<file path="config.mk">
export PLATFORM = sky130hd
export DESIGN_NAME = crbcd_hash
export DESIGN_NICKNAME = d
export VERILOG_FILES = /design/src/rtl/crbcd_pkg.sv /design/src/rtl/crbcd_hash.sv
export SDC_FILE = /design/constraint.sdc
export NUM_CORES = 1
export LEC_CHECK = 0
export ABC_AREA = 1
export CORE_ASPECT_RATIO = 0.75
export CORE_MARGIN = 3
export CORE_UTILIZATION = 40
export DETAILED_ROUTE_END_ITERATION = 10
export DONT_BUFFER_PORTS = 1
export HOLD_SLACK_MARGIN = 0.02
export MAX_ROUTING_LAYER = met4
export PLACE_DENSITY = 0.65
export SYNTH_ARGS = -nofsm -noshare
export SYNTH_HDL_FRONTEND = slang
export SYNTH_SLANG_ARGS = --single-unit
export TNS_END_PERCENT = 10
</file>
<file path="constraint.sdc">
create_clock -name clk -period 13.6 [get_ports clk]
set_input_delay 1.36 -clock clk [delete_from_list [all_inputs] [get_ports clk]]
set_output_delay 1.36 -clock clk [all_outputs]
set_load 0.05 [all_outputs]
</file>
<file path="src/rtl/crbcd_pkg.sv">
// ----------------------------------------------------------------------------
// crbcd_pkg
// shared types and constants of the clock replacement block cache directory
// ----------------------------------------------------------------------------
package crbcd_pkg;

	localparam int KEY_W = 32;
	localparam int CNT_W = 32;

	localparam logic [1:0] ACT_LOOKUP = 2'd0;
	localparam logic [1:0] ACT_STORE  = 2'd1;
	localparam logic [1:0] ACT_REPORT = 2'd2;
	localparam logic [1:0] ACT_UNUSED = 2'd3;

	localparam logic [2:0] OUT_MISS     = 3'd0;
	localparam logic [2:0] OUT_HIT      = 3'd1;
	localparam logic [2:0] OUT_FREE     = 3'd2;
	localparam logic [2:0] OUT_EVICT    = 3'd3;
	localparam logic [2:0] OUT_RESIDENT = 3'd4;
	localparam logic [2:0] OUT_VERIFIED = 3'd5;
	localparam logic [2:0] OUT_MISMATCH = 3'd6;

	localparam logic [0:0] REG_SLOT_COUNT  = 1'd0;
	localparam logic [0:0] REG_VERIFY_MODE = 1'd1;

	localparam logic [31:0] FNV_BASIS = 32'd2166136261;
	localparam logic [31:0] FNV_PRIME = 32'd16777619;
	localparam logic [31:0] REPORT_EVERY = 32'd1024;
	localparam logic [31:0] REPORT_LATE  = 32'd8192;
	localparam logic [31:0] REPORT_LIMIT = 32'd8192;

	typedef struct packed {
		logic [1:0]       action;
		logic [KEY_W-1:0] key_archive;
		logic [KEY_W-1:0] key_handle;
		logic [KEY_W-1:0] key_offset;
		logic [KEY_W-1:0] key_packed_size;
		logic [KEY_W-1:0] key_unpacked_size;
		logic             data_match;
	} in_item_t;

	typedef struct packed {
		logic [2:0]       outcome;
		logic [9:0]       slot_index;
		logic             is_poisoned;
		logic             report_due;
		logic [CNT_W-1:0] request_count;
		logic [CNT_W-1:0] hit_count;
		logic [CNT_W-1:0] store_count;
		logic [CNT_W-1:0] eviction_count;
		logic [CNT_W-1:0] verified_count;
		logic [CNT_W-1:0] mismatch_count;
	} out_item_t;

	typedef struct packed {
		logic [KEY_W-1:0] tag;
		logic [KEY_W-1:0] archive;
		logic [KEY_W-1:0] handle;
		logic [KEY_W-1:0] offset;
		logic [KEY_W-1:0] packed_size;
		logic [KEY_W-1:0] unpacked_size;
	} entry_t;

	function automatic logic [31:0] fnv_byte(input logic [31:0] h, input logic [7:0] b);
		logic [31:0] x;
		x = h ^ {24'd0, b};
		return x * FNV_PRIME;
	endfunction

endpackage

</file>
<file path="src/rtl/crbcd_hash.sv">
// ----------------------------------------------------------------------------
// crbcd_hash
// fnv-1a tag over the 20 key bytes, one byte per cycle
// ----------------------------------------------------------------------------
module crbcd_hash (
	input  logic                        clk,
	input  logic                        arst_n,
	input  logic                        start,
	input  logic [5*crbcd_pkg::KEY_W-1:0] key,
	output logic                        done,
	output logic [31:0]                 tag
);
	import crbcd_pkg::*;

	logic [4:0]  idx_q;
	logic        busy_q;
	logic [31:0] h_q;
	logic [7:0]  byte_sel;

	// key packed with archive in the top word; byte order is lsb first per word
	always_comb begin
		logic [2:0] w;
		logic [1:0] b;
		w = idx_q[4:2];
		b = idx_q[1:0];
		byte_sel = key[(3'd4 - w) * 32 + b * 8 +: 8];
	end

	always_ff @(posedge clk or negedge arst_n) begin
		if (!arst_n) begin
			busy_q <= 1'b0;
			idx_q  <= '0;
			done   <= 1'b0;
		end else begin
			done <= 1'b0;
			if (start) begin
				busy_q <= 1'b1;
				idx_q  <= '0;
			end else if (busy_q) begin
				if (idx_q == 5'd19) begin
					busy_q <= 1'b0;
					done   <= 1'b1;
				end
				idx_q <= idx_q + 5'd1;
			end
		end
	end

	always_ff @(posedge clk) begin
		if (start)
			h_q <= FNV_BASIS;
		else if (busy_q)
			h_q <= fnv_byte(h_q, byte_sel);
	end

	assign tag = h_q;

endmodule

</file>
# Yosys cells after proc, flatten, opt, wreduce, memory -nomap -nowiden
# Cells that the tools add are included.
# word_totals
register_bits	39
word_cells	20
# op_classes
add_sub_neg	3
n_mul	1
n_eq_ne	1
n_shift	1
muxes	8
n_bitwise	1
n_reduce_logical	1
# op_table
operator	count
$shiftx 160x33->8	1
$mul 32x25->32 const B	1
$xor 32x8->32	1
$add 9x6->10	1
$mux 5	2
$mux 1	6
$add 5x1->5 const B	1
$eq 5x5->1 const B	1
$sub 3x3->4 const A	1
$reduce_bool 2->1	1

# Logic depth before layout (Yosys ltp)
# Gate-level depths: netlist (run 1).
# logic_depth
depth_word	5
mapped_depth	37

# Least setup slack after synthesis (run 1)
# Ideal clock, no wire load.
# synth_timing
path_type	register to register
from	register idx_q[2]
to	register h_q[26], in the netlist tag[26]
setup_time_ns	0.114
arrival_time_ns	6.172
required_time_ns	13.486
path_slack_ns	7.314
stages_incl_launch_ff	33
n_path_buf	3
path_cell_list	dfrtp_1 -> buf_6 -> inv_2 -> clkbuf_1 -> ha_1 -> buf_2 -> nor2_4 -> inv_1 -> a21oi_1 -> nor3_1 -> nand2_1 -> nand2_1 -> xnor2_1 -> ha_1 -> ha_1 -> fa_1 -> ha_1 -> fa_1 -> ha_1 -> inv_1 -> fa_1 -> inv_1 -> ha_1 -> inv_1 -> o21bai_1 -> nand2_1 -> nand2_1 -> a21oi_1 -> nand3_1 -> a21o_1 -> or2_2 -> nand3_1 -> nand2_1
# synth_between
elab_chain_len	5
# synth_rtl
item	line	source
start: declaration	crbcd_hash.sv:15	logic [4:0] idx_q;
start signal: assignment	crbcd_hash.sv:44	idx_q <= idx_q + 5'd1;
$sub 3x3->4	crbcd_hash.sv:26	byte_sel = key[(3'd4 - w) * 32 + b * 8 +: 8];
$add 9x6->10	crbcd_hash.sv:26	
$shiftx 160x33->8	crbcd_hash.sv:26	
$xor 32x8->32	crbcd_pkg.sv:66	x = h ^ {24'd0, b};
$mul 32x25->32	crbcd_pkg.sv:67	return x * FNV_PRIME;
end signal: assignment	crbcd_hash.sv:53	h_q <= fnv_byte(h_q, byte_sel);
end: declaration	crbcd_hash.sv:17	logic [31:0] h_q;
# Every way passes these cells.
# A chain may end at the register's enable or synchronous reset.

# Worst setup path after layout (run 1)
# Same ends and word-level chain as after synthesis.

==> key figures, run 1 <==
Status
  • Status: completed

Critical path
  • R2R depth: 29
  • Crit path capture type: register
  • WS Path Type: register to register
  • Worst EP arrival: 7.91 ns
  • Slack of the worst reg-to-reg path: 5.88 ns
  • Startpoint types: register
  • R2r endpoint: tag[26]$_SDFFE_PP0P_
  • Crit-path max FO: 14
  • Critical Path Max Stage Delay: 0.71 ns
  • Slowest-stage cell, CP: dfrtp_1
  • Most frequent CP cell: ha_1
  • Crit path from: idx_q[2]$_DFFE_PN0P_
  • Required @ worst endpoint: 13.80 ns
  • Reg-to-Reg Start: idx_q[2]$_DFFE_PN0P_
  • Critical Path Sink: tag[26]$_SDFFE_PP0P_

Timing
  • Max_slew headroom: 31.6%
  • Final Hold Viols: 0
  • Setup Total Neg Slack: 0 ns
  • Slew Limit Fails: 0
  • Worst Clk Skew: 0.00542 ns
  • # setup viols final: 0
  • Crit share post-route: 56.7%
  • Tmin final: 7.72 ns
  • RSZ-0062 raised after global routing: no
  • Maximum clock frequency: 0.130 GHz
  • Tightest Pin Transition: 1.03 ns

Floorplanning
  • Die X: 178 um
  • Number of I/O pins: 196
  • Core Region: 0.0215 mm2
  • Die height: 135 um
  • Starting density of the core: 41.3%
  • Site Rows: 46
  • Die area: 0.0240 mm2

Place
  • Placer Congestion: 0.977
  • I/O Buffers: 0
  • DP HPWL: 23,200 um

Synth
  • Syn Nets: 1,662
  • Syn. warnings: 0
  • Post-synth top area share: 26.5%
  • Synth Cell Area: 0.00888 mm2
  • Cells after synthesis: 1,237
  • Most area-consuming cells after synthesis: ha_1, fa_1, inv_1
  • Sequential area share after synthesis: 9.19%
  • Ys async rst share: 17.9%
  • Synth area leader: ha_1
  • Count of cell types in the netlist: 41
  • Number of flops mapped to enable cells by yosys: 0
  • Synth Flop Type: dfxtp_1
  • Mean Syn Cell Area: 7.18 um2
  • Yosys reg bits: 39

CTS
  • CTS sink count: 39
  • Clock-pin slew on the worst setup and hold paths: 0.07 ns
  • TritonCTS clock tree: done
  • Cts repair resizes: 0
  • Root Driver: clkbuf_16
  • Worst-skew pair later-pin latency: 0.30 ns
  • Num CTS Buffers: 5
  • CTS hold repair buffers: 0
  • CTS Buffer Depth: 2
  • H-tree Lvls: 2
  • Postcts setup bufs: 0

Finish
  • Commonest non-fill, non-tap cell in the layout: inv_1
  • Commonest non-fill, non-tap cells in the layout: inv_1, ha_1, nand2_1
  • Final #Nets: 1,642
  • Synth-to-layout area growth: 4.36%
  • Antenna diodes: 0
  • FILL cells: 2,196
  • Share of cells above drive strength 1: 2.63%

Detailed routing
  • Via density: 5.43
  • Post-DRT Antenna Nets: 0
  • Avg WL per Cell: 18.4 um
  • DRT Wirelength: 27,700 um
  • Vias: 8,171
  • Initial DRC count: 743
  • DR DRC count: 0
  • Drt pass-1 iters: 5

GRT
  • Gr ovfl total: 0
  • Vias in the first global route: 7,836
  • Global-route wire length before repair: 43,200 um
  • Initial antenna violation count: 0
  • Pin count of the biggest net entering global routing: 78
  • Tot GR Track Use: 23.6%

Min path
  • Hold Path Class: register to register

Job
  • Maxcap violations: 0
-- cell type report --
class	instances	area [um2]	area share, %
timing repair buffer	6	45.0	0.486
clock buffer	5	125	1.35
tap	288	360	3.89
sequential	39	817	8.82
inverter	254	953	10.3
clock inverter	3	20.0	0.216
multi-input combinational	911	6940	74.9
-- flip-flops by register name, summed over array words and instances (netlist names) --
register and cells:
idx_q 5, tag 32, done 1, busy_q 1
-- per-layer routing --
layer,track usage [%],part of all wire [%]
met1,35.0,48
met2,33.4,42
met3,5.45,9.0
met4,3.27,1.1
met5,-,0
-- worst min path at each step --
| stage | startpoint | endpoint | slack, ns | cells past startpoint |
|---|---|---|---|---|
| after CTS | idx_q[4]$_DFFE_PN0P_ | idx_q[4]$_DFFE_PN0P_ | 0.60 | 2 |
| after floorplan | idx_q[4]$_DFFE_PN0P_ | idx_q[4]$_DFFE_PN0P_ | 0.56 | 2 |
| after global placement | idx_q[4]$_DFFE_PN0P_ | idx_q[4]$_DFFE_PN0P_ | 0.60 | 2 |
| after detailed placement | idx_q[4]$_DFFE_PN0P_ | idx_q[4]$_DFFE_PN0P_ | 0.58 | 2 |
| after global routing | idx_q[4]$_DFFE_PN0P_ | idx_q[4]$_DFFE_PN0P_ | 0.64 | 2 |
| final | idx_q[4]$_DFFE_PN0P_ | idx_q[4]$_DFFE_PN0P_ | 0.60 | 2 |
-- stage by stage --
| stage | area, um2 | instances | hold WS [ns] | util, % | setup WS [ns] |
|---|---|---|---|---|---|
| after floorplan | 8880 | 1237 | 0.557 | - | 7.31 |
| final | 9260 | 1506 | 0.603 | 43.1 | 5.88 |
| after global placement | 9120 | 1498 | 0.602 | 42.5 | 6.12 |
| after detailed placement | 9120 | 1498 | 0.584 | 42.5 | 6.01 |
| after global routing | 9260 | 1506 | 0.643 | 43.1 | 5.47 |
| after CTS | 9260 | 1506 | 0.597 | 43.1 | 5.97 |
-- cells in the mapped netlist (2+ instances only) --
cell type and n:
a21o_1 4, a21oi_1 74, a22oi_1 8, a31oi_1 4
buf_2 14, buf_4 5, clkbuf_1 13, dfrtp_1 7
dfxtp_1 32, fa_1 74, ha_1 188, inv_1 248
inv_2 5, nand2_1 175, nand2_2 2, nand3_1 47
nand3b_1 4, nand4_1 7, nor2_1 136, nor2_2 2
nor3_1 15, o21ai_0 104, o21ai_1 5, o21bai_1 5
o221ai_1 14, o22ai_1 9, or2_0 2, or2_2 3
xnor2_1 10, xor2_1 10
-- cells by family after synthesis --
group,Yosys count,share of synthesized area (%)
and+or+nand+nor,399,18.7
xor gates and xnor gates,20,1.97
buffers and inverters,287,12.6
AOI/OAI and AO/OA,230,14.3
adders and majority gates,262,43.2
DFF,39,9.19
-- worst max-delay path: cells and delay by family, from the launching register on --
family	cells	cell delay, ns
compound gates	4	0.67
xor+xnor	1	0.65
fa+ha+maj	9	3.57
buf+inv	5	0.66
flops	1	0.71
simple gates	10	1.31
Power of run 1 is not shown: default switching activity piles up to over one toggle a cycle in this logic, so the estimate is an artifact.
==> run 2, diff against run 1 <==
Settings changed: PLACE_DENSITY 0.65 to 0.67.
Clock period 13.6 ns to 6.57 ns, I/O delays scaled along.
==> key figures, run 2 (synthesis gave the netlist of run 1 again) <==
Status
  • Status: completed

GRT
  • Initial antenna violation count: 1
  • Gr ovfl total: 0
  • Tot GR Track Use: 23.7%
  • Vias in the first global route: 8,056
  • Pin count of the biggest net entering global routing: 56
  • Global-route wire length before repair: 43,400 um

Timing
  • Max_slew headroom: 37.7%
  • RSZ-0062 raised after global routing: yes
  • Final Hold Viols: 0
  • Tmin final: 6.20 ns
  • Tightest Pin Transition: 0.933 ns
  • Worst Clk Skew: 0.00416 ns
  • Maximum clock frequency: 0.161 GHz
  • # setup viols final: 0
  • Crit share post-route: 94.4%
  • Slew Limit Fails: 0

Finish
  • Synth-to-layout area growth: 9.11%
  • Share of cells above drive strength 1: 6.47%
  • Max FFs per register: 32
  • Commonest non-fill, non-tap cells in the layout: inv_1, ha_1, nand2_1
  • Final Instance Area: 0.00968 mm2
  • Final Util: 45.1%
  • Commonest non-fill, non-tap cell in the layout: inv_1
  • Final #Nets: 1,675
  • Non-filler cells, final: 1,540

Floorplanning
  • Starting density of the core: 41.3%
  • Die area: 0.0240 mm2
  • Die height: 135 um
  • Site Rows: 46
  • Die X: 178 um
  • Core Region: 0.0215 mm2
  • Number of I/O pins: 196

Critical path
  • Required @ worst endpoint: 6.76 ns
  • Crit-path leading delay family: adder cells
  • Startpoint types: register
  • Crit path capture type: register
  • Crit-path max FO: 52
  • Critical Path Max Stage Delay: 0.52 ns
  • Worst EP arrival: 6.39 ns
  • Most frequent CP cell: nand2_1
  • Slowest-stage cell, CP: fa_1
  • WS Path Type: register to register
  • Buffer and inverter count on the worst path: 5

CTS
  • Root Driver: clkbuf_16
  • CTS sink count: 39
  • TritonCTS clock tree: done
  • Cts repair resizes: 0
  • CTS hold repair buffers: 0
  • Worst-skew pair later-pin latency: 0.29 ns
  • CTS Buffer Depth: 2
  • Postcts setup bufs: 0
  • Num CTS Buffers: 5
  • Clock-pin slew on the worst setup and hold paths: 0.07 ns
  • H-tree Lvls: 2

Detailed routing
  • Vias: 8,131
  • Avg WL per Cell: 17.9 um
  • DRT Wirelength: 27,600 um
  • Post-DRT Antenna Nets: 0
  • Via density: 5.28
  • Initial DRC count: 719
  • DR DRC count: 0
  • Drt pass-1 iters: 5

Place
  • Post-placement cell area: 0.00941 mm2
  • Cell total after placement: 1,531
  • I/O Buffers: 0
  • Placer Congestion: 0.989
  • DP HPWL: 23,600 um

Job
  • Maxcap violations: 0

Min path
  • Hold Path Class: input port to asynchronous set/reset pin
==> run 2: changes by cell type in the layout (fill, tap and decap cells not counted), moves of 3 or more <==
cell     before  now
buf_12        0    4
o21ai_1       5    8
nor3_1       15   11
o21ai_0     104  100
nor3_2        0    3
buf_4         6   35
xor2_1       10    6
xor2_2        0    4
==> run 2: cell type report <==
| type | count | area, um2 |
|---|---|---|
| clock buffers | 6 | 129 |
| fillers | 2130 | 11800 |
| diodes | 1 | 2.50 |
| multi-input cells | 911 | 7060 |
| clock inverters | 2 | 12.5 |
| repair buffers | 39 | 343 |
| flip-flops and latches | 39 | 817 |
| inverters | 254 | 961 |
| well taps | 288 | 360 |
==> run 2: layer usage <==
metal  part of all wire [%]  track usage (%)  routed length, um
met1                     49             35.2              13600
met2                     42             34.4              11600
met3                    7.5             3.65               2070
met4                    1.5             3.75                425
met5                      0                -                  0
==> run 2: final timing paths <==
kind                       slack, ns  depth (start not counted)                  from                   end
hold reg to reg                 0.46                          2  tag[16]$_SDFFE_PP0P_  tag[16]$_SDFFE_PP0P_
max in group asynchronous       6.44                          0                arst_n  idx_q[0]$_DFFE_PN0P_
setup reg to reg                0.37                         29  idx_q[0]$_DFFE_PN0P_  tag[26]$_SDFFE_PP0P_
hold / removal                  0.05                          0                arst_n        done$_DFF_PN0_
min in group clk                0.43                          1                 start  idx_q[3]$_DFFE_PN0P_
setup / recovery                0.37                         29  idx_q[0]$_DFFE_PN0P_  tag[26]$_SDFFE_PP0P_
==> run 2: worst register-to-register path: cells and delay by family (launching register included) <==
family | cells | cell delay (ns)
compound gates | 4 | 0.65
xor+xnor | 1 | 0.24
flops | 1 | 0.44
buf+inv | 5 | 0.43
simple gates | 11 | 1.35
fa+ha+maj | 8 | 3.01
==> run 2: per-stage QoR <==
stage	worst slack (ns)	hold slack (ns)	setup TNS, ns
2_1_floorplan	0.284	0.361	0
3_3_place_gp	0.114	0.362	0
3_5_place_dp	0.0757	0.362	0
4_1_cts	0.0292	0.0458	0
5_1_grt	-0.0425	0.0415	-0.0587
6_report	0.368	0.0517	0
Power of run 2 is left out for the same reason.
